File: config.mk
export PLATFORM = sky130hd
export DESIGN_NAME = twf_cordic_cell
export DESIGN_NICKNAME = d
export VERILOG_FILES = /design/src/rtl/twiss_from_one_turn_matrix_macros.svh /design/src/rtl/twf_pkg.sv /design/src/rtl/twf_cordic_cell.sv
export SDC_FILE = /design/constraint.sdc
export NUM_CORES = 1
export LEC_CHECK = 0
export CORE_UTILIZATION = 28
export CTS_CLUSTER_DIAMETER = 80
export DETAILED_ROUTE_END_ITERATION = 7
export DONT_BUFFER_PORTS = 1
export PLACE_DENSITY_LB_ADDON = 0.12
export SLEW_MARGIN = 30
export SYNTH_ARGS = -nofsm -noshare
export SYNTH_HDL_FRONTEND = slang
export SYNTH_SLANG_ARGS = --single-unit
File: constraint.sdc
create_clock -name clk -period 9.2 [get_ports clk]
set_input_delay 1.84 -clock clk [delete_from_list [all_inputs] [get_ports clk]]
set_output_delay 1.84 -clock clk [all_outputs]
set_load 0.02 [all_outputs]
File: src/rtl/twiss_from_one_turn_matrix_macros.svh
// Assertion helpers for the Twiss block.
`ifndef TWISS_FROM_ONE_TURN_MATRIX_MACROS_SVH
`define TWISS_FROM_ONE_TURN_MATRIX_MACROS_SVH

// Same-cycle implication, checked outside reset.
`define TWF_ASSERT_NOW(label, cond, expr) \
  label: assert property (@(posedge clk) disable iff (rst) (cond) |-> (expr)) \
    else $error("twf: same-cycle check failed");

// Next-cycle implication, checked outside reset.
`define TWF_ASSERT_NEXT(label, cond, expr) \
  label: assert property (@(posedge clk) disable iff (rst) (cond) |=> (expr)) \
    else $error("twf: next-cycle check failed");

`endif

File: src/rtl/twf_pkg.sv
`default_nettype none
package twf_pkg;

  localparam int SqrtSteps   = 31;
  localparam int DivSteps    = 32;
  localparam int CordicSteps = 30;

  localparam logic [1:0] TWF_ST_OK       = 2'd0;
  localparam logic [1:0] TWF_ST_UNSTABLE = 2'd1;
  localparam logic [1:0] TWF_ST_ZERO_DIV = 2'd2;

  localparam logic [23:0] ScaleReset = 24'd500000;
  localparam logic [31:0] LimPos     = 32'h7FFF_FFFF;
  localparam logic [31:0] LimNeg     = 32'h8000_0000;
  localparam logic [31:0] QuarterTurn = 32'h4000_0000;

  typedef struct packed {
    logic signed [47:0] pos_plus_x;
    logic signed [47:0] ang_plus_x;
    logic signed [47:0] pos_minus_x;
    logic signed [47:0] ang_minus_x;
    logic signed [47:0] pos_plus_xp;
    logic signed [47:0] ang_plus_xp;
    logic signed [47:0] pos_minus_xp;
    logic signed [47:0] ang_minus_xp;
  } twf_in_t;

  typedef struct packed {
    logic [1:0]         status;
    logic signed [31:0] beta_value;
    logic signed [31:0] alpha_value;
    logic signed [31:0] gamma_value;
    logic [31:0]        tune_fraction;
  } twf_out_t;

  // Item in the square-root chain, with the sideband it carries along.
  typedef struct packed {
    logic               valid;
    logic [1:0]         status;
    logic               m12_neg;
    logic [60:0]        m12_mag;
    logic               diff_neg;
    logic [61:0]        diff_mag;
    logic signed [31:0] c;
    logic [61:0]        v;
    logic [32:0]        rem;
    logic [30:0]        root;
  } twf_root_t;

  // One lane of restoring division.
  typedef struct packed {
    logic [32:0] rem;
    logic [31:0] num_lo;
    logic [31:0] quo;
    logic        ovf;
    logic [31:0] den;
  } twf_div_t;

  // Sideband beside the beta/alpha lanes; also holds the CORDIC vector.
  typedef struct packed {
    logic               valid;
    logic [1:0]         status;
    logic               beta_neg;
    logic               alpha_neg;
    logic signed [33:0] cx;
    logic signed [33:0] cy;
    logic [31:0]        cz;
  } twf_side_t;

  // Sideband beside the gamma lane.
  typedef struct packed {
    logic               valid;
    logic [1:0]         status;
    logic signed [31:0] beta;
    logic signed [31:0] alpha;
    logic [31:0]        tune;
    logic               gamma_neg;
  } twf_tail_t;

  // atan(2^-i) in turns, Q0.32
  function automatic logic [31:0] twf_atan(input logic [4:0] step);
    logic [31:0] r;
    case (step)
      5'd0:  r = 32'h20000000;
      5'd1:  r = 32'h12E4051E;
      5'd2:  r = 32'h09FB385B;
      5'd3:  r = 32'h051111D4;
      5'd4:  r = 32'h028B0D43;
      5'd5:  r = 32'h0145D7E1;
      5'd6:  r = 32'h00A2F61E;
      5'd7:  r = 32'h00517C55;
      5'd8:  r = 32'h0028BE53;
      5'd9:  r = 32'h00145F2F;
      5'd10: r = 32'h000A2F98;
      5'd11: r = 32'h000517CC;
      5'd12: r = 32'h00028BE6;
      5'd13: r = 32'h000145F3;
      5'd14: r = 32'h0000A2FA;
      5'd15: r = 32'h0000517D;
      5'd16: r = 32'h000028BE;
      5'd17: r = 32'h0000145F;
      5'd18: r = 32'h00000A30;
      5'd19: r = 32'h00000518;
      5'd20: r = 32'h0000028C;
      5'd21: r = 32'h00000146;
      5'd22: r = 32'h000000A3;
      5'd23: r = 32'h00000051;
      5'd24: r = 32'h00000029;
      5'd25: r = 32'h00000014;
      5'd26: r = 32'h0000000A;
      5'd27: r = 32'h00000005;
      5'd28: r = 32'h00000003;
      5'd29: r = 32'h00000001;
      5'd30: r = 32'h00000001;
      default: r = 32'h00000000;
    endcase
    return r;
  endfunction

endpackage
`default_nettype wire

File: src/rtl/twf_cordic_cell.sv
`default_nettype none
module twf_cordic_cell import twf_pkg::*; (
  input  logic      clk,
  input  logic      rst,
  input  logic      adv,
  input  logic [4:0] step,
  input  twf_side_t d,
  output twf_side_t q
);

  logic signed [33:0] dx, dy;
  logic [31:0]        ang;
  twf_side_t          nxt;

  // rotate toward y = 0; a vector already on the axis stays put
  always_comb begin
    dx  = d.cy >>> step;
    dy  = d.cx >>> step;
    ang = twf_atan(step);
    nxt = d;
    if (d.cy > 0) begin
      nxt.cx = d.cx + dx;
      nxt.cy = d.cy - dy;
      nxt.cz = d.cz + ang;
    end else if (d.cy < 0) begin
      nxt.cx = d.cx - dx;
      nxt.cy = d.cy + dy;
      nxt.cz = d.cz - ang;
    end
  end

  always_ff @(posedge clk) begin
    if (rst) begin
      q.valid <= 1'b0;
    end else if (adv) begin
      q <= nxt;
    end
  end

endmodule
`default_nettype wire

## After elaboration in Yosys (flattened, before gate mapping)

Memory sizes are Yosys's and may differ from the RTL's.
Cells that the tools add are included.

| cells by class | value |
|---|---|
| bitwise operators | 1 |
| shifts and indexed selects | 2 |
| $add $sub $neg | 6 |
| order comparisons | 2 |
| multiplexer cells | 2 |
| reductions and logical operators | 1 |

Operators by type and width:

| kind | number |
|---|---|
| $mux W100 | 2 |
| $add A34 B34 Y34 | 2 |
| $sshr A34 B5 Y34 | 2 |
| $sub A34 B34 Y34 | 2 |
| $gt A34 B1 Y1 const B | 1 |
| $lt A34 B1 Y1 const B | 1 |
| $add A32 B32 Y32 | 1 |
| $sub A32 B32 Y32 | 1 |
| $reduce_and A2 Y1 | 1 |
| $not A1 Y1 | 1 |

| storage, ports and cells | value |
|---|---|
| memories | 1 |
| bits in read-only memories | 960 |
| register bits after elaboration | 105 |

Memories:

| memory | words | width | rd ports | clocked after Yosys merged registers in | write ports | RTL line | text |
|---|---|---|---|---|---|---|---|
| (no name shown) | 32 | 30 | 1 | 0 | 0 | twf_pkg.sv:83 | `case (step)` |

## Longest topological paths before layout

| logic depth | value |
|---|---|
| depth in word-level cells | 4 |
| depth in mapped cells | 23 |
| depth with buffers taken out | 21 |

## Worst setup path before layout

Ideal clock, no wire load.

| timing | value |
|---|---|
| path kind | input to register |
| from | input port rst |
| to | register q[0] (netlist bit) (enable) |
| stages | 1 |
| data arrival time | 6464 ps |
| buffers on the path | 0 |
| path slack | 2154 ps |
| path through | nor2b_1 |

| on the way | value |
|---|---|
| word-level cells in the longest chain between the ends | 2 |

RTL lines:

| item | RTL line | text |
|---|---|---|
| start: declaration | twf_cordic_cell.sv:4 | `input logic rst,` |
| $not A1 Y1 (no source line) | - |  |
| $reduce_and A2 Y1 (no source line) | - |  |
| end signal: assignment | twf_cordic_cell.sv:36 | `q <= nxt;` |
| end: declaration | twf_cordic_cell.sv:8 | `output twf_side_t q` |

Every way passes these cells.
A chain may end at the register's enable or synchronous reset.

==> results.cfg <==
[outcome]
outcome = complete, but fails checks
violations = design-rule violations

[floorplan]
num_rows = 95
chipHeight_um = 264.2
ios = 218
die_width_um = 264.2
core_area_sq_um = 67630
start_util = 0.2847
die_area_sq_um = 69810

[timing]
slew_headroom = 0.3662
period_needed_ns = 7.145
setup_viol = 0
worst_slew_pin_slew_ns = 0.9387
setup_tns_ns = 0
fin_skew_ns = 0
fmax_mhz = 140.0
post-route-period-util = 0.7767
hold_violations = 0
hold_slack_ns = 0.6262
rsz0062_at_grt = false
slew_viol_final = 0

[cells_and_area]
diodes = 0
layout.cells.non_filler = 3331
nets = 2781
layout-drive-gt1-share = 0.05411
largest_reg_flops = 105
finalInstanceArea_sq_um = 20100
syn_to_final_growth_pct = 4.387
top_regs = q (105)
top_register = q

[logic_synthesis]
avgSynthCellArea_sq_um = 7.393
synth_top_area_share = 0.1622
ys_seq_elements = 105
synthArstFlopShare = 0
syn-num-nets = 2932
synthTopCellsByArea = edfxtp_1, ha_1, a21oi_1
synth_edf_count = 104
synthFlopType = edfxtp_1
synth-warning-count = 0
synth_area_leader_cell = edfxtp_1
yosysMostFrequentCell = nor2_1
synth_cell_type_count = 85
ys_seq_area_frac = 0.1633
synth_common_cells = nor2_1, nand2_1, a21oi_1
synthCells = 2604
netlist_area_sq_um = 19250

[clocking]
cts_resized = 0
cts_sinks = 105
cts_hold_buf = 0
clockRootBuffer = clkbuf_16
cts_tree = done
htreeDepth = 3
cts_buffers = 9
clk_pin_slew_ns = 0.09
insertion_delay_ns = 0.41
clockBufferDepth = 2
cts_setup_buffers = 0

[route]
drc_errors = 1
antenna_left = 0
postRouteWirelength_um = 74270
drt_pass1_iterations = 8
routedWlPerCell_um = 22.30
post_drt_via_cell_ratio = 5.520
drt_iter0_drc = 1337
vias = 18390

[global_routing]
grt_max_degree = 108
grt_pass1_vias = 17970
grt_pass1_wl_um = 113100
gr-total-overflow = 0
antenna_found_initial = 0
grt_usage = 0.2097

[power]
power_density_nw_per_um2 = 132.1
ir_worst_vdd_v = 0.00007382
p_leak_nw = 8.219
power_w = 0.002656

[job]
maxCapViolations = 0

[critical_path]
reg2reg_slack_ns = 8.48
arrival_ns = 7.31
crit_chain = clkinv_1 > ha_1 > nor2_1 > a211oi_1 > a311o_1 > ha_1 > nor2_1 > o311ai_0 > a2111o_1 > a32oi_2 > nand4_1 > a31oi_1 > o31a_1 > a21oi_1 > xnor2_1 > a221o_1
cpMaxStageDelayCell = ha_1
cp-start-kind = primary input
cpPeakStageDelay_ns = 0.80
worstSetupPathType = primary input to register
required_ns = 9.37
cp_max_fo = 78
cp-end-kind = register
path_delay_family = compound AO/OA/AOI/OAI gates
path_buf_inv = 1

[place]
port_buffers = 0
dp_hpwl_um = 58390
gp_congestion = 0.9051
dp.cells = 3315
dpl_cell_area_sq_um = 19780

[worst_hold_path]
hold_class = register to register
per-layer routing:
metal | GRT usage | vias to the layer above | part of all wire
met1 | 0.2625 | 8891 | 0.44
li1 | - | 9027 | -
met5 | 0 | - | 0
met4 | 0.05405 | 0 | 0.019
met3 | 0.03272 | 48 | 0.046
met2 | 0.3712 | 420 | 0.50
per-stage QoR:
stage | setup slack (ns) | utilization
after floorplan | 2.154 | -
after global placement | 1.750 | 0.2925
after detailed placement | 1.730 | 0.2925
after CTS | 2.173 | 0.2971
after global routing | 1.683 | 0.2971
final | 2.055 | 0.2971
placed cells by master (no fill, tap or decap), types with 43 or more instances in the layout:
cell type	Yosys	final
nand2_1	265	265
o21ai_0	176	176
inv_1	192	189
xnor2_1	129	129
o21a_1	47	47
a21oi_1	255	255
nor3_1	58	58
mux2i_1	59	59
edfxtp_1	104	104
ha_1	209	209
nand3_1	43	43
nor2_1	288	287
cell type report:
cell class	instances	area, sq um
multi-input combinational	2130	14730
sequential	105	3143
tap	873	1092
inverter	195	733.2
clock buffer	9	225.2
clock inverter	7	86.33
fill	7344	47540
timing repair buffer	12	90.09
worst reg2reg max path, cell delays in order (launching register included):
cell and delay, ns:
dfxtp_1 0.45, mux2i_1 0.11, nor2_1 0.10
power breakdown:
| group | leakage [nW] | internal (W) | total [W] | switching (W) |
|---|---|---|---|---|
| Combinational | 7.09 | 0.000597 | 0.00149 | 0.000889 |
| Clock | 0.150 | 0.000217 | 0.000454 | 0.000236 |
| Sequential | 0.978 | 0.000623 | 0.000716 | 0.0000938 |
| Total | 8.22 | 0.00144 | 0.00266 | 0.00122 |
final timing paths:
kind / start / endpoint / cells past startpoint
max reg2reg: q[104] / q[104] / 2
max: step[0] / q[27] / 16
min: q[104] / q[104] / 2
min reg2reg: q[104] / q[104] / 2
logic make-up after synthesis:
logic type               synth area share
AO/OA/AOI/OAI                      0.2713
XOR/XNOR                          0.06778
adder cells (fa/ha/maj)            0.1421
buffers and inverters             0.07279
flip-flops                         0.1633
multiplexers                      0.09092
AND/OR/NAND/NOR                    0.1919
No activity file was read; power rests on OpenSTA's default activity.
