<file path="config.mk">
export PLATFORM = sky130hd
export DESIGN_NAME = twf_sqrt_cell
export DESIGN_NICKNAME = d
export VERILOG_FILES = /design/src/rtl/twiss_from_one_turn_matrix_macros.svh /design/src/rtl/twf_pkg.sv /design/src/rtl/twf_sqrt_cell.sv
export SDC_FILE = /design/constraint.sdc
export NUM_CORES = 1
export LEC_CHECK = 0
export BUFFER_PORTS_ARGS = -buffer_cell sky130_fd_sc_hd__clkbuf_2
export CORE_AREA = 2 2 221 223
export DETAILED_ROUTE_END_ITERATION = 8
export DIE_AREA = 0 0 223 225
export PLACE_DENSITY = 0.58
export RECOVER_POWER = 50
export SLEW_MARGIN = 20
export SYNTH_ARGS = -nofsm -noshare
export SYNTH_HDL_FRONTEND = slang
export SYNTH_SLANG_ARGS = --single-unit
</file>
<file path="constraint.sdc">
create_clock -name clk -period 42.4 [get_ports clk]
set_clock_uncertainty 0.15 [all_clocks]
set_input_delay 4.24 -clock clk [delete_from_list [all_inputs] [get_ports clk]]
set_output_delay 4.24 -clock clk [all_outputs]
set_load 0.01 [all_outputs]
</file>
<file path="src/rtl/twiss_from_one_turn_matrix_macros.svh">
// Assertion helpers for the Twiss block.
`ifndef TWISS_FROM_ONE_TURN_MATRIX_MACROS_SVH
`define TWISS_FROM_ONE_TURN_MATRIX_MACROS_SVH

// Same-cycle implication, checked outside reset.
`define TWF_ASSERT_NOW(label, cond, expr) \
  label: assert property (@(posedge clk) disable iff (rst) (cond) |-> (expr)) \
    else $error("twf: same-cycle check failed");

// Next-cycle implication, checked outside reset.
`define TWF_ASSERT_NEXT(label, cond, expr) \
  label: assert property (@(posedge clk) disable iff (rst) (cond) |=> (expr)) \
    else $error("twf: next-cycle check failed");

`endif

</file>
<file path="src/rtl/twf_pkg.sv">
`default_nettype none
package twf_pkg;

  localparam int SqrtSteps   = 31;
  localparam int DivSteps    = 32;
  localparam int CordicSteps = 30;

  localparam logic [1:0] TWF_ST_OK       = 2'd0;
  localparam logic [1:0] TWF_ST_UNSTABLE = 2'd1;
  localparam logic [1:0] TWF_ST_ZERO_DIV = 2'd2;

  localparam logic [23:0] ScaleReset = 24'd500000;
  localparam logic [31:0] LimPos     = 32'h7FFF_FFFF;
  localparam logic [31:0] LimNeg     = 32'h8000_0000;
  localparam logic [31:0] QuarterTurn = 32'h4000_0000;

  typedef struct packed {
    logic signed [47:0] pos_plus_x;
    logic signed [47:0] ang_plus_x;
    logic signed [47:0] pos_minus_x;
    logic signed [47:0] ang_minus_x;
    logic signed [47:0] pos_plus_xp;
    logic signed [47:0] ang_plus_xp;
    logic signed [47:0] pos_minus_xp;
    logic signed [47:0] ang_minus_xp;
  } twf_in_t;

  typedef struct packed {
    logic [1:0]         status;
    logic signed [31:0] beta_value;
    logic signed [31:0] alpha_value;
    logic signed [31:0] gamma_value;
    logic [31:0]        tune_fraction;
  } twf_out_t;

  // Item in the square-root chain, with the sideband it carries along.
  typedef struct packed {
    logic               valid;
    logic [1:0]         status;
    logic               m12_neg;
    logic [60:0]        m12_mag;
    logic               diff_neg;
    logic [61:0]        diff_mag;
    logic signed [31:0] c;
    logic [61:0]        v;
    logic [32:0]        rem;
    logic [30:0]        root;
  } twf_root_t;

  // One lane of restoring division.
  typedef struct packed {
    logic [32:0] rem;
    logic [31:0] num_lo;
    logic [31:0] quo;
    logic        ovf;
    logic [31:0] den;
  } twf_div_t;

  // Sideband beside the beta/alpha lanes; also holds the CORDIC vector.
  typedef struct packed {
    logic               valid;
    logic [1:0]         status;
    logic               beta_neg;
    logic               alpha_neg;
    logic signed [33:0] cx;
    logic signed [33:0] cy;
    logic [31:0]        cz;
  } twf_side_t;

  // Sideband beside the gamma lane.
  typedef struct packed {
    logic               valid;
    logic [1:0]         status;
    logic signed [31:0] beta;
    logic signed [31:0] alpha;
    logic [31:0]        tune;
    logic               gamma_neg;
  } twf_tail_t;

  // atan(2^-i) in turns, Q0.32
  function automatic logic [31:0] twf_atan(input logic [4:0] step);
    logic [31:0] r;
    case (step)
      5'd0:  r = 32'h20000000;
      5'd1:  r = 32'h12E4051E;
      5'd2:  r = 32'h09FB385B;
      5'd3:  r = 32'h051111D4;
      5'd4:  r = 32'h028B0D43;
      5'd5:  r = 32'h0145D7E1;
      5'd6:  r = 32'h00A2F61E;
      5'd7:  r = 32'h00517C55;
      5'd8:  r = 32'h0028BE53;
      5'd9:  r = 32'h00145F2F;
      5'd10: r = 32'h000A2F98;
      5'd11: r = 32'h000517CC;
      5'd12: r = 32'h00028BE6;
      5'd13: r = 32'h000145F3;
      5'd14: r = 32'h0000A2FA;
      5'd15: r = 32'h0000517D;
      5'd16: r = 32'h000028BE;
      5'd17: r = 32'h0000145F;
      5'd18: r = 32'h00000A30;
      5'd19: r = 32'h00000518;
      5'd20: r = 32'h0000028C;
      5'd21: r = 32'h00000146;
      5'd22: r = 32'h000000A3;
      5'd23: r = 32'h00000051;
      5'd24: r = 32'h00000029;
      5'd25: r = 32'h00000014;
      5'd26: r = 32'h0000000A;
      5'd27: r = 32'h00000005;
      5'd28: r = 32'h00000003;
      5'd29: r = 32'h00000001;
      5'd30: r = 32'h00000001;
      default: r = 32'h00000000;
    endcase
    return r;
  endfunction

endpackage
`default_nettype wire

</file>
<file path="src/rtl/twf_sqrt_cell.sv">
`default_nettype none
module twf_sqrt_cell import twf_pkg::*; (
  input  logic      clk,
  input  logic      rst,
  input  logic      adv,
  input  twf_root_t d,
  output twf_root_t q
);

  logic [34:0] rem_sh, trial;
  twf_root_t   nxt;

  // one root bit: bring down two radicand bits, try 4*root+1
  always_comb begin
    rem_sh = {d.rem, d.v[61:60]};
    trial  = {2'b00, d.root, 2'b01};
    nxt    = d;
    nxt.v  = {d.v[59:0], 2'b00};
    if (rem_sh >= trial) begin
      nxt.rem  = 33'(rem_sh - trial);
      nxt.root = {d.root[29:0], 1'b1};
    end else begin
      nxt.rem  = rem_sh[32:0];
      nxt.root = {d.root[29:0], 1'b0};
    end
  end

  always_ff @(posedge clk) begin
    if (rst) begin
      q.valid <= 1'b0;
    end else if (adv) begin
      q <= nxt;
    end
  end

endmodule
`default_nettype wire

</file>
Word level (Yosys, flattened, before mapping)
Index checks and enable logic that the tools add are counted.
- bits in registers: 284
- output and inout bits: 286
- input port bits: 289
- logic and storage cells: 15
- bitwise operators: 1
- mux-type cells: 1
- $lt $le $gt $ge: 1
- reduce and logical (&&, ||, !) cells: 1
- $add $sub $neg: 1
- operators by type and width (cell ; count):
    $mux 64 ; 1
    $ge 35x33->1 ; 1
    $sub 33x33->33 ; 1
    $reduce_and 2->1 ; 1
    $not 1->1 ; 1

Depth between registers and ports, before layout
Gate-level depths: netlist of the first run.
- depth after elaboration: 2
- gate-level depth with buffers: 13
- gate-level depth less buffers: 10

Worst setup path before layout of the first run
OpenSTA, ideal clock, no wires.
- path type: input-to-reg
- start: input port rst
- end: register q[0] in the netlist's numbering, enable pin
- required time: 41.279 ns
- setup time: 0.971 ns
- path buffers: 0
- stages: 1
- path slack: 24.531 ns
- arrival: 16.748 ns
- cells stage by stage: nor2b_1
- longest elaborated chain between the ends: 2
- RTL lines (what ; RTL line ; text):
    from (decl) ; twf_sqrt_cell.sv:4 ; input logic rst,
    $not 1->1 (no source line) ; n/a ;
    $reduce_and 2->1 (no source line) ; n/a ;
    to (signal assigned) ; twf_sqrt_cell.sv:32 ; q <= nxt;
    to (decl) ; twf_sqrt_cell.sv:7 ; output twf_root_t q
Every way passes these cells.
A chain may end at the register's enable or synchronous reset.

Final worst setup path of the first run
- start: input port adv
- end: register q[246] in the netlist's numbering, enable pin
- longest elaborated chain between the ends: 1
- RTL lines (what ; RTL line ; text):
    from (decl) ; twf_sqrt_cell.sv:5 ; input logic adv,
    $reduce_and 2->1 (no source line) ; n/a ;
Every way passes these cells.

==> flow_summary.json, run 1 <==
{
  "status": "finished with violations",
  "violations": "max-capacitance violations, max-slew violations",
  "power_density_mw_per_mm2": 46.4,
  "internal-power_mw": 0.541,
  "synth_edf_count": 283,
  "rows": 80,
  "cts_setup_buffers": 0,
  "p_sw_share_pct": 25.7,
  "critPathLaunchType": "primary input",
  "grt_usage_pct": 16.8,
  "path_class": "in2reg",
  "synth_cell_types": 63,
  "ys_warn_count": 0,
  "start_util_pct": 23.3,
  "rr_startpoint": "q[285]",
  "vias_per_cell": 4.33,
  "cts-resized-gates": 0,
  "period_needed_ns": 11.72,
  "fin_nets": 1594,
  "worstMarginPinSlew_ns": 9.53,
  "final.setup.tns_ns": 0,
  "p_total_mw": 0.728,
  "numCtsBuffers": 36,
  "period_share_pct": 27.7,
  "drt_iter0_markers": 493,
  "drv_slew": 222,
  "hold_buffers": 0,
  "via_count": 8275,
  "stdcell_area_mm2": 0.0157,
  "clock-root-buffer": "clkbuf_16",
  "yosysSeqAreaShare_pct": 76.8,
  "rsz0062_at_grt": "no",
  "grt_max_degree": 176,
  "die_x_um": 223,
  "min_from": "q[285]",
  "drc": 0,
  "clkPwrFrac_pct": 39.6,
  "place_congestion": 0.834,
  "totalWireLength_um": 44200,
  "crit_required_ns": 42.08,
  "seqPwrFrac_pct": 47.0,
  "fin_util_pct": 33.0,
  "setup_viol": 0,
  "max_cap_violations": 2,
  "holdPathStages": 2,
  "worstReg2RegEnd": "q[285]",
  "hold_path_class": "reg2reg",
  "clock_latency_ns": 0.54,
  "min_to": "q[285]",
  "tritoncts": "yes",
  "yosysTopAreaCellShare_pct": 76.6,
  "syn_avg_cell_area_um2": 16.5,
  "fmax_ghz": 0.0853,
  "synthToLayoutAreaGrowth_pct": 41.2,
  "h-tree-depth": 2,
  "fp.coreArea_mm2": 0.0475,
  "synth.most_common_cell": "edfxtp_1",
  "cp-end-kind": "register",
  "leakage_nw": 6.60,
  "clk_pin_slew_ns": 0.05,
  "wire_per_inst_um": 23.1,
  "ios": 575,
  "grt_overflow": 0,
  "power.switching_mw": 0.187,
  "rr_worst_depth": 2,
  "synth_top_area_cell": "edfxtp_1",
  "postPlaceCellArea_mm2": 0.0147,
  "arrival_ns": 11.40,
  "dp_hpwl_um": 35600,
  "max_slew_margin_pct": -535,
  "clock_sinks": 284,
  "clockBufferDepth": 3,
  "synth_flop_cell": "edfxtp_1",
  "first_pass_iters": 5,
  "hold_viol": 0,
  "synth-seq-cells": 284,
  "synth_common_cells": "283 x edfxtp_1, 46 x nor2_1, 43 x inv_1, 40 x a21oi_1, 33 x ha_1",
  "reg2reg_slack_ns": 41.64,
  "ant_nets": 0,
  "antenna_found_initial": 24,
  "largest-register": "q",
  "layout-drive-gt1-share_pct": 47.2,
  "design.die.area_mm2": 0.0502,
  "portBuffers": 572,
  "die_h_um": 225,
  "synthCells": 673,
  "async_flop_share_pct": 0,
  "grt_pass1_wl_um": 59700,
  "worstPathMaxFanout": 175,
  "largest_reg_flops": 284,
  "max-vdd-ir-drop_mv": 0.0218,
  "grt_pass1_vias": 8327,
  "syn_area_mm2": 0.0111,
  "p_comb_share_pct": 13.4,
  "yosys-top-cells-area": "edfxtp_1 77%, ha_1 3.7%, a21oi_1 1.8%",
  "largest_registers": "q x284"
}
-- cell usage in the layout, fill, tap and decap left out, types with 3 or more instances in the layout --
master      count
a2111oi_0       3
a211oi_1        6
a21o_1          7
a21oi_1        40
a21oi_2        17
a221oi_1        3
a31oi_1         5
and3_1          6
clkbuf_1       50
clkbuf_16      36
clkbuf_2      525
clkinv_1        7
clkinv_2        6
clkinvlp_4      3
diode_2         5
edfxtp_1      283
ha_1           33
inv_1          43
inv_6           3
mux2_1          3
nand2_1        26
nand2b_1        6
nand3_1        15
nand4_1         4
nor2_1         46
nor2b_1         3
nor3_1         10
o211ai_1        3
o21ai_0        18
o21ai_2         3
o21bai_1        6
xnor2_1        13
xor2_1         15
-- final cells by class --
type                            count  area, um2
Sequential cell                   284       8520
Timing Repair Buffer              575       2820
Inverter                           44        165
Multi-Input combinational cell    331       2300
Clock inverter                     22        181
Fill cell                        4771      31900
Clock buffer                       37        905
Antenna cell                        5       12.5
Tap cell                          615        769
-- worst max-delay path, stage by stage --
cell	delay [ns]
clkbuf_1	0.11
nor2b_1	0.18
clkbuf_1	6.54
-- worst max-delay path by stage --
stage	end	startpoint	cells after the start	slack [ns]
floorplan	q[0]	rst	1	24.53
global route	q[236]	adv	3	30.03
finish	q[246]	adv	3	30.68
global placement	q[51]	d[20]	10	34.83
CTS	q[51]	d[24]	10	35.35
detailed placement	q[54]	d[22]	10	34.78
-- power groups by stage --
stage               Sequential (mW)  Combinational [mW]  Clock (mW)
finish                        0.342              0.0975       0.288
global route                  0.344               0.105       0.308
CTS                           0.340               0.100       0.299
detailed placement            0.345              0.0996           0
global placement              0.345              0.0989           0
floorplan                     0.361              0.0378           0
-- per-layer routing --
metal / track usage (%) / vias up / wire, um
met5: 0 / - / 217
li1: - / 3769 / -
met1: 16.9 / 4007 / 15000
met4: 6.95 / 34 / 1580
met2: 30.6 / 372 / 23100
met3: 6.96 / 93 / 4250
-- stage by stage --
step | setup slack [ns] | hold WS (ns) | instances
5_1_grt | 30.03 | 0.430 | 1911
2_1_floorplan | 24.53 | 0.378 | 674
3_3_place_gp | 34.83 | 0.336 | 1849
6_report | 30.68 | 0.369 | 1913
3_5_place_dp | 34.78 | 0.363 | 1849
4_1_cts | 35.35 | 0.377 | 1908
-- kinds of logic after synthesis --
family                   share of synthesized area, %
flip-flops                                       76.8
AND/OR/NAND/NOR                                  5.82
AO/OA/AOI/OAI                                    8.21
buffers and inverters                            2.53
adder cells (fa/ha/maj)                          3.72
XOR/XNOR                                         2.21
multiplexers                                    0.733
other                                          0.0338
Note: power is estimated with default switching activity, not from simulation.
==> inputs of run 2 (changes only) <==
Settings changed: ABC_AREA set to 1, CORE_AREA 2 2 221 223 to 2 2 222 224, DIE_AREA 0 0 223 225 to 0 0 224 226, PLACE_DENSITY 0.58 to 0.59.
Clock period 42.4 ns to 11.75 ns, I/O delays scaled along.
==> flow_summary.json, run 2 <==
{
  "synthToLayoutAreaGrowth_pct": 39.1,
  "hold_path_class": "reg2reg",
  "ant_nets": 0,
  "path_class": "in2reg",
  "hold_buffers": 0,
  "antenna_found_initial": 16,
  "start_util_pct": 24.5,
  "worstMarginPinSlew_ns": 3.98,
  "clock-root-buffer": "clkbuf_16",
  "max-vdd-ir-drop_mv": 0.0791,
  "drc": 0,
  "first_pass_iters": 5,
  "arrival_ns": 5.28,
  "tritoncts": "yes",
  "min_from": "q[285]",
  "cpPeakStageDelay_ns": 2.83,
  "wire_per_inst_um": 22.3,
  "clockBufferDepth": 3,
  "vias_per_cell": 4.23,
  "synth_top_area_cell": "edfxtp_1",
  "period_needed_ns": 5.27,
  "fmax_ghz": 0.190,
  "cts_setup_buffers": 0,
  "max_cap_violations": 1,
  "use_met2_pct": 33.8,
  "syn_avg_cell_area_um2": 12.1,
  "worstPathMaxFanout": 85,
  "met3_usage_pct": 5.53,
  "yosys-top-cells-area": "edfxtp_1 72%, nand2_1 9.4%, inv_1 5.2%",
  "yosysTopAreaCellShare_pct": 71.6,
  "synthCells": 979,
  "yosysSeqAreaShare_pct": 71.8,
  "die_x_um": 224,
  "dp_hpwl_um": 40200,
  "final.setup.tns_ns": 0,
  "layout-drive-gt1-share_pct": 30.7,
  "ys_warn_count": 0,
  "syn_area_mm2": 0.0119,
  "nFillCells": 5016,
  "largest-register": "q",
  "drt_iter0_markers": 602,
  "grt_pass1_vias": 9529,
  "synth_cell_types": 33,
  "violations": "max-capacitance violations, max-slew violations",
  "grt_busiest_layer": "met2",
  "grt_pass1_wl_um": 67400,
  "synth_edf_count": 283,
  "worstReg2RegEnd": "q[285]",
  "p_total_mw": 2.75,
  "cp-end-kind": "register",
  "power_density_mw_per_mm2": 167,
  "setup_viol": 0,
  "numCtsBuffers": 36,
  "synth_flop_cell": "edfxtp_1",
  "rsz0062_at_grt": "no",
  "rr_worst_depth": 2,
  "final_common_cell": "clkbuf_2",
  "place_congestion": 0.899,
  "rows": 81,
  "crit_top_cell": "clkbuf_1",
  "clock_latency_ns": 0.54,
  "grt.met1_usage_pct": 21.4,
  "grt_overflow": 0,
  "portBuffers": 572,
  "synth-seq-cells": 284,
  "synth_common_cells": "296 x nand2_1, 283 x edfxtp_1, 163 x inv_1, 58 x nand3_1, 38 x nor2_1",
  "ios": 575,
  "fin_nets": 1904,
  "grt_max_degree": 199,
  "crit_required_ns": 11.76,
  "largest_registers": "q x284",
  "reg2reg_slack_ns": 11.05,
  "leakage_nw": 7.48,
  "period_share_pct": 44.8,
  "via_count": 9457,
  "crit_family": "buffers and inverters",
  "grt_usage_pct": 18.8,
  "critPathLaunchType": "primary input",
  "hold_viol": 0,
  "layout_common_cells": "405 x clkbuf_2, 296 x nand2_1, 283 x edfxtp_1",
  "largest_reg_flops": 284,
  "rr_startpoint": "q[285]",
  "die_h_um": 226,
  "status": "finished with violations",
  "holdPathStages": 2,
  "max_slew_margin_pct": -166,
  "clock_sinks": 284,
  "path_buf_inv": 4,
  "cts-resized-gates": 0,
  "totalWireLength_um": 49900,
  "slowest_stage": "clkbuf_1",
  "clk_pin_slew_ns": 0.06,
  "crit_path_start": "adv",
  "synth.most_common_cell": "nand2_1",
  "min_to": "q[285]",
  "h-tree-depth": 2,
  "design.die.area_mm2": 0.0506,
  "drv_slew": 70,
  "fp.coreArea_mm2": 0.0483,
  "path_cells": "clkbuf_1 -> inv_1 -> nor2_1 -> clkbuf_1 -> buf_6",
  "async_flop_share_pct": 0
}
## run 2: cell count changes in the layout (fill, tap and decap cells not counted), moves of 7 or more
cell / delta
o21ai_0: -17
a21o_1: -7
inv_1: +120
nor2_1: -8
nand3b_1: +8
xnor2_1: -12
clkbuf_2: -120
a21oi_2: -17
nand2_1: +270
nand3_1: +43
clkbuf_1: +123
nand3_2: +16
a21oi_1: -19
## run 2: final cells by class
type,count,area (um2),share of cell area (%)
well taps,622,778,4.72
inverters,166,623,3.78
clock buffers,41,920,5.57
clock inverters,25,324,1.96
diodes,2,5.00,0.0303
multi-input cells,519,2640,16.0
repair buffers,575,2700,16.3
flip-flops and latches,284,8520,51.6
## run 2: kinds of logic after synthesis
logic type	after synthesis	share of synthesized area, %
simple gates	446	16.6
xor+xnor	14	1.03
buf+inv	177	5.99
other cells	1	0.0316
compound gates	24	1.05
flops	284	71.8
fa+ha+maj	33	3.48
## run 2: worst max path at each step
stage,endpoint,cells after the start,slack [ns]
after floorplan,q[0],2,2.56
after global placement,q[63],13,7.60
after detailed placement,q[48],13,7.57
after CTS,q[49],13,8.16
after global routing,q[24],5,6.15
final,q[181],5,6.48
## run 2: worst reg2reg max path, stage by stage, from the launching register on
cell     delay (ns)
dfxtp_1        0.32
nand2_1        0.05
a21oi_1        0.11
## run 2: where the power goes
group	total (mW)	internal [mW]	switching, mW
combinational	0.361	0.124	0.238
clock	1.16	0.704	0.459
sequential	1.23	1.20	0.0238
total	2.75	2.03	0.720
## run 2: per-stage QoR
| step | instance area, um2 | hold WS [ns] | util [%] | worst slack [ns] | std cells |
|---|---|---|---|---|---|
| floorplan | 11900 | 0.327 | - | 2.56 | 980 |
| global placement | 15500 | 0.304 | 32.0 | 7.60 | 2165 |
| detailed placement | 15500 | 0.307 | 32.0 | 7.57 | 2165 |
| CTS | 16700 | 0.316 | 34.5 | 8.16 | 2231 |
| global route | 16500 | 0.347 | 34.1 | 6.15 | 2233 |
| finish | 16500 | 0.306 | 34.1 | 6.48 | 2234 |
## run 2: layer usage
layer  wire, um  up-vias  share of wire, %
met1      18900     4518                38
li1           -     4461                 -
met4       1460       18               2.9
met5        102        -              0.20
met2      25900      374                52
met3       3590       86               7.2
