<file path="src/rtl/twiss_from_one_turn_matrix_macros.svh">
// Assertion helpers for the Twiss block.
`ifndef TWISS_FROM_ONE_TURN_MATRIX_MACROS_SVH
`define TWISS_FROM_ONE_TURN_MATRIX_MACROS_SVH

// Same-cycle implication, checked outside reset.
`define TWF_ASSERT_NOW(label, cond, expr) \
  label: assert property (@(posedge clk) disable iff (rst) (cond) |-> (expr)) \
    else $error("twf: same-cycle check failed");

// Next-cycle implication, checked outside reset.
`define TWF_ASSERT_NEXT(label, cond, expr) \
  label: assert property (@(posedge clk) disable iff (rst) (cond) |=> (expr)) \
    else $error("twf: next-cycle check failed");

`endif

</file>
<file path="src/rtl/twf_pkg.sv">
`default_nettype none
package twf_pkg;

  localparam int SqrtSteps   = 31;
  localparam int DivSteps    = 32;
  localparam int CordicSteps = 30;

  localparam logic [1:0] TWF_ST_OK       = 2'd0;
  localparam logic [1:0] TWF_ST_UNSTABLE = 2'd1;
  localparam logic [1:0] TWF_ST_ZERO_DIV = 2'd2;

  localparam logic [23:0] ScaleReset = 24'd500000;
  localparam logic [31:0] LimPos     = 32'h7FFF_FFFF;
  localparam logic [31:0] LimNeg     = 32'h8000_0000;
  localparam logic [31:0] QuarterTurn = 32'h4000_0000;

  typedef struct packed {
    logic signed [47:0] pos_plus_x;
    logic signed [47:0] ang_plus_x;
    logic signed [47:0] pos_minus_x;
    logic signed [47:0] ang_minus_x;
    logic signed [47:0] pos_plus_xp;
    logic signed [47:0] ang_plus_xp;
    logic signed [47:0] pos_minus_xp;
    logic signed [47:0] ang_minus_xp;
  } twf_in_t;

  typedef struct packed {
    logic [1:0]         status;
    logic signed [31:0] beta_value;
    logic signed [31:0] alpha_value;
    logic signed [31:0] gamma_value;
    logic [31:0]        tune_fraction;
  } twf_out_t;

  // Item in the square-root chain, with the sideband it carries along.
  typedef struct packed {
    logic               valid;
    logic [1:0]         status;
    logic               m12_neg;
    logic [60:0]        m12_mag;
    logic               diff_neg;
    logic [61:0]        diff_mag;
    logic signed [31:0] c;
    logic [61:0]        v;
    logic [32:0]        rem;
    logic [30:0]        root;
  } twf_root_t;

  // One lane of restoring division.
  typedef struct packed {
    logic [32:0] rem;
    logic [31:0] num_lo;
    logic [31:0] quo;
    logic        ovf;
    logic [31:0] den;
  } twf_div_t;

  // Sideband beside the beta/alpha lanes; also holds the CORDIC vector.
  typedef struct packed {
    logic               valid;
    logic [1:0]         status;
    logic               beta_neg;
    logic               alpha_neg;
    logic signed [33:0] cx;
    logic signed [33:0] cy;
    logic [31:0]        cz;
  } twf_side_t;

  // Sideband beside the gamma lane.
  typedef struct packed {
    logic               valid;
    logic [1:0]         status;
    logic signed [31:0] beta;
    logic signed [31:0] alpha;
    logic [31:0]        tune;
    logic               gamma_neg;
  } twf_tail_t;

  // atan(2^-i) in turns, Q0.32
  function automatic logic [31:0] twf_atan(input logic [4:0] step);
    logic [31:0] r;
    case (step)
      5'd0:  r = 32'h20000000;
      5'd1:  r = 32'h12E4051E;
      5'd2:  r = 32'h09FB385B;
      5'd3:  r = 32'h051111D4;
      5'd4:  r = 32'h028B0D43;
      5'd5:  r = 32'h0145D7E1;
      5'd6:  r = 32'h00A2F61E;
      5'd7:  r = 32'h00517C55;
      5'd8:  r = 32'h0028BE53;
      5'd9:  r = 32'h00145F2F;
      5'd10: r = 32'h000A2F98;
      5'd11: r = 32'h000517CC;
      5'd12: r = 32'h00028BE6;
      5'd13: r = 32'h000145F3;
      5'd14: r = 32'h0000A2FA;
      5'd15: r = 32'h0000517D;
      5'd16: r = 32'h000028BE;
      5'd17: r = 32'h0000145F;
      5'd18: r = 32'h00000A30;
      5'd19: r = 32'h00000518;
      5'd20: r = 32'h0000028C;
      5'd21: r = 32'h00000146;
      5'd22: r = 32'h000000A3;
      5'd23: r = 32'h00000051;
      5'd24: r = 32'h00000029;
      5'd25: r = 32'h00000014;
      5'd26: r = 32'h0000000A;
      5'd27: r = 32'h00000005;
      5'd28: r = 32'h00000003;
      5'd29: r = 32'h00000001;
      5'd30: r = 32'h00000001;
      default: r = 32'h00000000;
    endcase
    return r;
  endfunction

endpackage
`default_nettype wire

</file>
<file path="src/rtl/twf_div_cell.sv">
`default_nettype none
module twf_div_cell import twf_pkg::*; (
  input  logic     clk,
  input  logic     adv,
  input  twf_div_t d,
  output twf_div_t q
);

  logic [33:0] rem_sh;
  twf_div_t    nxt;

  // one quotient bit: shift in the next numerator bit, subtract if it fits
  always_comb begin
    rem_sh     = {d.rem, d.num_lo[31]};
    nxt        = d;
    nxt.num_lo = {d.num_lo[30:0], 1'b0};
    if (rem_sh >= {2'b00, d.den}) begin
      nxt.rem = 33'(rem_sh - {2'b00, d.den});
      nxt.quo = {d.quo[30:0], 1'b1};
    end else begin
      nxt.rem = rem_sh[32:0];
      nxt.quo = {d.quo[30:0], 1'b0};
    end
  end

  always_ff @(posedge clk) begin
    if (adv) begin
      q <= nxt;
    end
  end

endmodule
`default_nettype wire

</file>
<file path="config.mk">
export PLATFORM = sky130hd
export DESIGN_NAME = twf_div_cell
export DESIGN_NICKNAME = d
export VERILOG_FILES = /design/src/rtl/twiss_from_one_turn_matrix_macros.svh /design/src/rtl/twf_pkg.sv /design/src/rtl/twf_div_cell.sv
export SDC_FILE = /design/constraint.sdc
export NUM_CORES = 1
export LEC_CHECK = 0
export BUFFER_PORTS_ARGS = -buffer_cell sky130_fd_sc_hd__buf_2
export CAP_MARGIN = 5
export CORE_ASPECT_RATIO = 0.8
export CORE_MARGIN = 4
export CORE_UTILIZATION = 40
export DETAILED_ROUTE_END_ITERATION = 10
export PLACE_DENSITY = 0.8
export SYNTH_ARGS = -nofsm -noshare
export SYNTH_HDL_FRONTEND = slang
export SYNTH_SLANG_ARGS = --single-unit
export TNS_END_PERCENT = 100
</file>
<file path="constraint.sdc">
create_clock -name clk -period 3.1 [get_ports clk]
set_input_delay 0.775 -clock clk [delete_from_list [all_inputs] [get_ports clk]]
set_output_delay 0.775 -clock clk [all_outputs]
set_load 0.03 [all_outputs]
</file>
# Word-level counts from Yosys, hierarchy flattened
# Index checks and enable logic that the tools add are counted.
dict set report word_totals {
  reg_bits 129
  elab_cells 9
}
dict set report classes {
  addsub 1
  n_lt_le_gt_ge 1
  n_mux 2
}
# operator count
set ops {}
lappend ops {{$ge A34 B32 Y1} 1}
lappend ops {{$mux W33} 1}
lappend ops {{$sub A33 B32 Y33} 1}
lappend ops {{$mux W1} 1}

# Depth between registers and ports, before layout
# Gate-level depths: netlist of the first run.
dict set report depth {
  depth_word 2
  ltp_mapped 14
}

# Least setup slack after synthesis of the first run
# Ideal clock, no wire load.
dict set report synth_timing {
  kind {input to register}
  start {input port d[96] (netlist bit)}
  end {register q[129] (netlist bit) (data pin)}
  setup_ns 0.262
  arrival_time_ns 3.078
  t_required_ns 2.838
  setup_slack_ns -0.240
  path_stages 12
  path_cell_list {inv_1 > ha_1 > inv_1 > fa_1 > a211oi_2 > o211a_1 > nor2_1 > a21o_1 > a311o_1 > a311oi_2 > o21ai_1 > mux2_1}
}
# element line_no
set synth_lines {}
lappend synth_lines {{from (decl)} twf_div_cell.sv:5} ;# input twf_div_t d,
lappend synth_lines {{to (signal assigned)} twf_div_cell.sv:28} ;# q <= nxt;
lappend synth_lines {{to (decl)} twf_div_cell.sv:6} ;# output twf_div_t q

==> key figures, run 1 <==
Synth
  • Mapped Nets: 642
  • Post-synthesis instance total: 477
  • Syn. warnings: 0
  • Synth Area in Compound Gates: 12.95%
  • Synthesized area: 6076 sq um
  • Mapped Avg Cell Area: roughly 13 sq um
  • Yosys reg bits: approximately 130
  • Ys async rst share: 0%
  • Sequential-to-total area share from yosys stat: 63.76%
  • Cell accounting for the most synthesized area: edfxtp_1
  • Post-synthesis mux area share: less than 1%
  • Count of flip-flops with a built-in enable after synthesis: 129
  • Post-Synth XOR/XNOR Area: 3.892%
  • Largest family of logic cells by synthesized area: compound AO/OA/AOI/OAI gates
  • Area contributors post-synth: edfxtp_1 64%, ha_1 6.6%, a21oi_1 4.0%
  • Post-Synth Adder-Cell Area: 6.919%
  • Yosys cell types: 55
  • Simple-Gate Fraction of Synth Area: 8.484%
  • Main flop type after synthesis: edfxtp_1
  • Share of the synthesized area in the top cell type: 63.76%

Power and ir drop
  • Clk network pwr share: ~36%
  • Comb power frac: 24.1%
  • Switching share of power: 30.27%
  • VDD IR max: 337.3 uV
  • Pwr dens: 626.7 nW/um^2
  • Power Total: 5.483 mW
  • Power share of the sequential group: 39.8%
  • Net Sw Power: between 1.5 and 2 mW
  • Internal power: 3.823 mW
  • LEAKAGE: 3.995 nW

STA
  • Final Critical Period: around 3.1 ns
  • Final hold slack: ~0.52 ns
  • Final setup viols: 0
  • Worst slew pin tran: 0.7021 ns
  • Final slew viol count: 0
  • RSZ-0062 raised after global routing: yes
  • FMAX: 324.0 MHz
  • Final cycle utilization of the critical path: 99.56%
  • Fin. Hold Viols: 0
  • Slew HR: 53.19%

Clock tree
  • Clock root buffer: clkbuf_16
  • Reg clk slew, reported paths: 0.06 ns
  • Clock buffer depth: 2
  • TritonCTS buffer count: 17
  • CTS H-tree lvls: 4
  • TritonCTS clock tree: built
  • Hold_buf cts: 0
  • Clock sinks: around 130

Run status
  • Status: finished, final reports clean

Die
  • Die Wd: 145.8 um
  • Area of the die: approximately 17000 sq um
  • Die H: approximately 120 um
  • Core area: 14590 sq um
  • I/O pin total: 262
  • Initial Utilization: 41.64%
  • Row count: 39

Routing
  • Via density: 4.900
  • Avg WL per Cell: 17.29 um
  • Post-Route WL: 17430 um
  • Vias: between 4000 and 5000
  • DR iter-0 viols: between 300 and 400
  • Routed Antenna Nets: 0
  • 1st-pass router iterations: 4
  • DRC viols: 0

Placed design
  • Gpl congestion: 0.9050
  • DP Wirelength: 13210 um
  • PortBufs: 259

Global route
  • Vias in the first global route: approximately 4800
  • First-pass GRT wire length: approximately 26000 um
  • GRT Residual Overflow: 0
  • Pin count of the biggest net entering global routing: 130
  • Total GRT Usage: 19.73%
  • Initial antenna violation count: 3

Setup path
  • Crit path to: q[129]
  • Crit path DAT: ~3.3 ns
  • Worst Path Required: 3.27 ns
  • Crit-path max FO: 3
  • CP Class: in -> reg
  • Kind of end point of the critical path: flop
  • Worst setup path start: d[96]
  • Setup crit start kind: primary input

Finish
  • Max reg flops: approximately 130
  • Reg area: 3874 sq um
  • Top flop regs: q: 129 flops
  • Commonest non-fill, non-tap cells in the layout: 256 x buf_2, 129 x edfxtp_1, 65 x buf_4
  • Area growth, synth to finish: 43.99%
  • Fillers: 1157
  • Layout cells sized above 1: 45.69%
  • Util after Layout: 59.96%
  • Commonest non-fill, non-tap cell in the layout: buf_2
  • Final nets: 975
  • Area of the multi-input gates: 2028 sq um
  • Most flop-heavy register: q

Flow run
  • Max_cap viols: 0

Min path
  • Min-Delay Path Class: in -> reg
[through the flow]
stage | instances | worst slack (ns) | setup TNS (ns) | cell area [sq um]
after global placement | 969 | -0.4459 | -8.445 | 8066
final | 1008 | 0.01363 | 0 | 8748
after detailed placement | 969 | -0.4913 | -10.16 | 8066
after floorplan | 477 | -0.09805 | -0.1512 | 6106
after CTS | 1002 | 0.01715 | 0 | 8658
after global routing | 1008 | -0.1026 | -0.1712 | 8748
[power by group through the flow]
stage	Clock, mW	Sequential, mW	Combinational (mW)
finish	1.98	2.18	1.32
global route	2.09	2.20	1.42
CTS	2.01	2.18	1.31
detailed placement	0	2.21	1.30
global placement	0	2.21	1.28
floorplan	0	2.59	0.416
[area by class of cell]
| cell class | count | share of cell area (%) |
|---|---|---|
| diodes | 1 | 0.02860 |
| inverters | 43 | 1.988 |
| clock inverters | 14 | 1.773 |
| clock buffers | 18 | 4.906 |
| repair buffers | 326 | 21.21 |
| well taps | 184 | 2.632 |
| flip-flops and latches | 129 | 44.28 |
| multi-input cells | 293 | 23.18 |
[worst max-delay path, cell delays in order]
cell and delay (ns):
buf_12 0.11, inv_12 0.04, ha_4 0.12, inv_2 0.03
fa_2 0.35, a211oi_2 0.27, o211a_1 0.21, nor2_2 0.06
a21o_1 0.15, a311o_1 0.38, a311oi_2 0.31, o21ai_1 0.12
mux2_1 0.32
[worst min path at each step]
stage / startpoint / to / slack [ns] / cells after the start
2_1_floorplan: d[0] / q[0] / 0.87 / 0
3_3_place_gp: d[32] / q[32] / 0.95 / 1
3_5_place_dp: d[46] / q[47] / 0.95 / 1
4_1_cts: d[72] / q[73] / 0.51 / 1
5_1_grt: d[62] / q[63] / 0.51 / 1
6_report: d[89] / q[90] / 0.52 / 1
[timing repair]
item | CTS | global route
pin swaps | 3 | 12
buffers inserted | 1 | 5
hold endpoints to repair | 0 | 0
setup endpoints to repair | 3 | 23
resized for setup | 0 | 12
[cell usage after synthesis (2+ instances only)]
cell / instances
nand3_1: 8
o2111ai_1: 2
or3_1: 2
nand2b_1: 5
xnor2_1: 18
xor2_1: 9
o211ai_1: 4
nand2_1: 36
nor2b_1: 3
nor2_1: 37
o21ai_1: 7
a31oi_1: 4
nor3_1: 5
and2_1: 5
clkbuf_1: 6
edfxtp_1: 129
a21o_1: 9
a211oi_1: 2
o211a_1: 3
inv_1: 42
o21ai_0: 11
ha_1: 32
buf_2: 5
o21a_1: 2
a211o_1: 2
o211ai_2: 2
a21oi_1: 49
a21oi_2: 2
o21bai_1: 5
a31oi_4: 2
nand4_1: 5
[per-layer routing]
layer	routed length [um]	GRT usage [%]	up-vias
met1	7012	23.02	2292
li1	-	-	2430
met5	34	0	-
met4	308	6.643	4
met2	8478	33.46	189
met3	1592	7.728	24
[cell families (layout without fill, tap and decap cells)]
logic type      Yosys count  after routing
compound gates          117            117
fa+ha+maj                33             33
simple gates            113            113
xor+xnor                 27             27
other cells               1              2
flops                   129            129
buf+inv                  55            401
mux                       2              2
(Power assumes the default switching activity.)
==> inputs of run 2 (changes only) <==
--- a/config.mk
+++ b/config.mk
@@ -5,13 +5,15 @@
 export SDC_FILE = /design/constraint.sdc
 export NUM_CORES = 1
 export LEC_CHECK = 0
-export BUFFER_PORTS_ARGS = -buffer_cell sky130_fd_sc_hd__buf_2
+export ABC_AREA = 1
 export CAP_MARGIN = 5
 export CORE_ASPECT_RATIO = 0.8
 export CORE_MARGIN = 4
 export CORE_UTILIZATION = 40
 export DETAILED_ROUTE_END_ITERATION = 10
-export PLACE_DENSITY = 0.8
+export DONT_BUFFER_PORTS = 1
+export PLACE_DENSITY = 0.64
+export REMOVE_ABC_BUFFERS = 1
 export SYNTH_ARGS = -nofsm -noshare
 export SYNTH_HDL_FRONTEND = slang
 export SYNTH_SLANG_ARGS = --single-unit
==> run 2 against run 1 <==
Net effect: worst setup slack better by 0.60 ns; synthesized area is 18% higher; maximum frequency is 24% higher; hold slack worse by 0.073 ns; sequential cell count stayed put; clock power hardly changed; combinational power is 54% lower; die area is 17% higher; cell area is 8.9% lower; via count is 7.3% higher; cell count is 7.0% higher; largest power group unchanged; first-iteration DRC count is 13% higher.
==> key figures, run 2 <==
Run status
  • Status: finished, final reports clean

Placed design
  • Cell count after placement: 1046
  • DP Wirelength: 15890 um
  • PortBufs: 0
  • Gpl congestion: just under 0.9

Clock tree
  • Clock sinks: 129
  • Reg clk slew, reported paths: approximately 0.060 ns
  • TritonCTS clock tree: built
  • Post-CTS Setup Inserts: 0
  • TritonCTS buffer count: 17
  • Hold_buf cts: 0
  • Cts repair resizes: 0
  • Clock buffer depth: 2
  • CTS H-tree lvls: 4
  • Clock root buffer: clkbuf_16

Routing
  • Avg WL per Cell: 18.66 um
  • Routed Antenna Nets: 0
  • Post-Route WL: 20130 um
  • 1st-pass router iterations: 5
  • DR iter-0 viols: roughly 340
  • Via density: 4.914
  • DRC viols: 0
  • Vias: 5302

Die
  • Die H: around 130 um
  • I/O pin total: 262
  • Row count: 43
  • Die Wd: 157.6 um
  • Area of the die: 20110 sq um
  • Initial Utilization: 41.06%
  • Core area: between 15000 and 20000 sq um

Global route
  • Pin count of the biggest net entering global routing: 130
  • Total GRT Usage: a little under 20%
  • GRT Residual Overflow: 0
  • First-pass GRT wire length: 29480 um
  • Vias in the first global route: 5005
  • Initial antenna violation count: 0

Power and ir drop
  • LEAKAGE: 3.901 nW
  • Internal power: 3.541 mW
  • Power share of the sequential group: 49.8%
  • VDD IR max: between 300 and 400 uV
  • Switching share of power: 31.42%
  • Comb power frac: a little under an eighth
  • Net Sw Power: 1.622 mW
  • Pwr dens: 647.6 nW/um^2
  • Clk network pwr share: 38.5%

Synth
  • Yosys cell types: 29
  • Share of the synthesized area in the top cell type: 54.12%
  • Syn. warnings: 0
  • Post-synthesis instance total: a little over 800
  • Synth cell count leaders: 324 x nand2_1, 167 x inv_1, 129 x edfxtp_1
  • Synthesized area: ~7200 sq um
  • Yosys reg bits: 129
  • Cell with the most instances after synthesis: nand2_1
  • Ys async rst share: 0%
  • Area contributors post-synth: edfxtp_1 54%, nand2_1 17%, inv_1 8.8%
  • Main flop type after synthesis: edfxtp_1
  • Mapped Avg Cell Area: 8.624 sq um
  • Cell accounting for the most synthesized area: edfxtp_1
  • Count of flip-flops with a built-in enable after synthesis: 129
  • Sequential-to-total area share from yosys stat: between 50% and 60%

Finish
  • Final nets: ~1000
  • Fillers: between 1500 and 2000
  • Top flop regs: q: 129 flops
  • Max reg flops: 129
  • Commonest non-fill, non-tap cell in the layout: nand2_1
  • Area growth, synth to finish: 11.38%
  • Layout cells sized above 1: 5.158%
  • Area of the multi-input gates: between 2000 and 3000 sq um
  • Non-Filler Instances: 1079
  • Commonest non-fill, non-tap cells in the layout: 324 x nand2_1, 167 x inv_1, 129 x edfxtp_1
  • Reg area: 3874 sq um
  • Most flop-heavy register: q

STA
  • Final cycle utilization of the critical path: 80.26%
  • Final Critical Period: ~2.5 ns
  • Setup TNS: 0 ns
  • RSZ-0062 raised after global routing: no
  • Final slew viol count: 0
  • FMAX: 401.9 MHz
  • Final setup viols: 0
  • Fin. Hold Viols: 0

Flow run
  • Max_cap viols: 0

Setup path
  • Kind of end point of the critical path: flop
  • Setup crit start kind: primary input
  • Worst Path Required: 3.26 ns
  • Crit path DAT: 2.65 ns
  • Crit-path max FO: 34
  • CP Class: in -> reg

Min path
  • Min-Delay Path Class: in -> reg
run 2: cell types whose count changed in the layout (fill, tap and decap cells not counted), sizes merged, moves of 18 or more:
cell   delta
nand4    +31
xnor2    -18
a21oi    -31
buf     -321
inv     +123
nand3    +23
nand2   +289
run 2: cell type report:
type	instances	share of cell area, %
sequential	129	48.59
multi-input combinational	520	32.20
inverter	167	7.863
clock buffer	17	5.336
tap	225	3.531
clock inverter	15	1.977
timing repair buffer	5	0.4708
antenna	1	0.03139
run 2: layer usage:
layer / global-route usage, % / part of all wire [%] / routed length [um]
met3: 9.214 / 11 / 2266
met2: 29.69 / 44 / 8921
met1: 25.37 / 43 / 8629
met4: 6.576 / 1.5 / 311
met5: 0 / 0 / 0
run 2: final timing paths:
kind,startpoint,end,slack [ns],cells past startpoint
max,d[96],q[110],0.61,12
min,d[74],q[75],0.45,0
run 2: worst max-delay path, cell delays in order:
cell,delay (ns)
inv_1,0.03
ha_1,0.13
inv_1,0.07
fa_1,0.46
nand3_1,0.14
nand3_2,0.14
nand2_1,0.11
nand2_1,0.08
nand2_2,0.10
nand3_4,0.34
nand2_1,0.18
nand2_1,0.07
run 2: cells by family (layout without fill, tap and decap cells):
logic type / after synthesis / count (layout) / synth area share [%]
adder cells (fa/ha/maj): 33 / 33 / 5.873
other: 1 / 2 / 0.05239
XOR/XNOR: 15 / 15 / 1.835
flip-flops: 129 / 129 / 54.12
AND/OR/NAND/NOR: 448 / 448 / 26.46
buffers and inverters: 181 / 204 / 10.02
AO/OA/AOI/OAI: 23 / 23 / 1.643
run 2: power by group through the flow:
stage / combinational (mW) / sequential [mW] / clock (mW)
floorplan: 0.459 / 2.57 / 0
global placement: 0.594 / 2.61 / 0
detailed placement: 0.599 / 2.61 / 0
CTS: 0.603 / 2.58 / 2.03
global route: 0.703 / 2.59 / 2.13
finish: 0.603 / 2.57 / 1.99
run 2: through the flow:
| stage | hold WS [ns] | instance area (sq um) | utilization, % | setup slack, ns | power [mW] |
|---|---|---|---|---|---|
| detailed placement | 0.8739 | 7387 | 42.38 | 0.1555 | 3.212 |
| global placement | 0.8739 | 7387 | 42.38 | 0.1732 | 3.207 |
| CTS | 0.4231 | 7970 | 45.72 | 0.6152 | 5.212 |
| floorplan | 0.8739 | 7068 | - | 0.01494 | 3.025 |
| finish | 0.4485 | 7973 | 45.74 | 0.6119 | 5.163 |
| global route | 0.4170 | 7970 | 45.72 | 0.4181 | 5.418 |
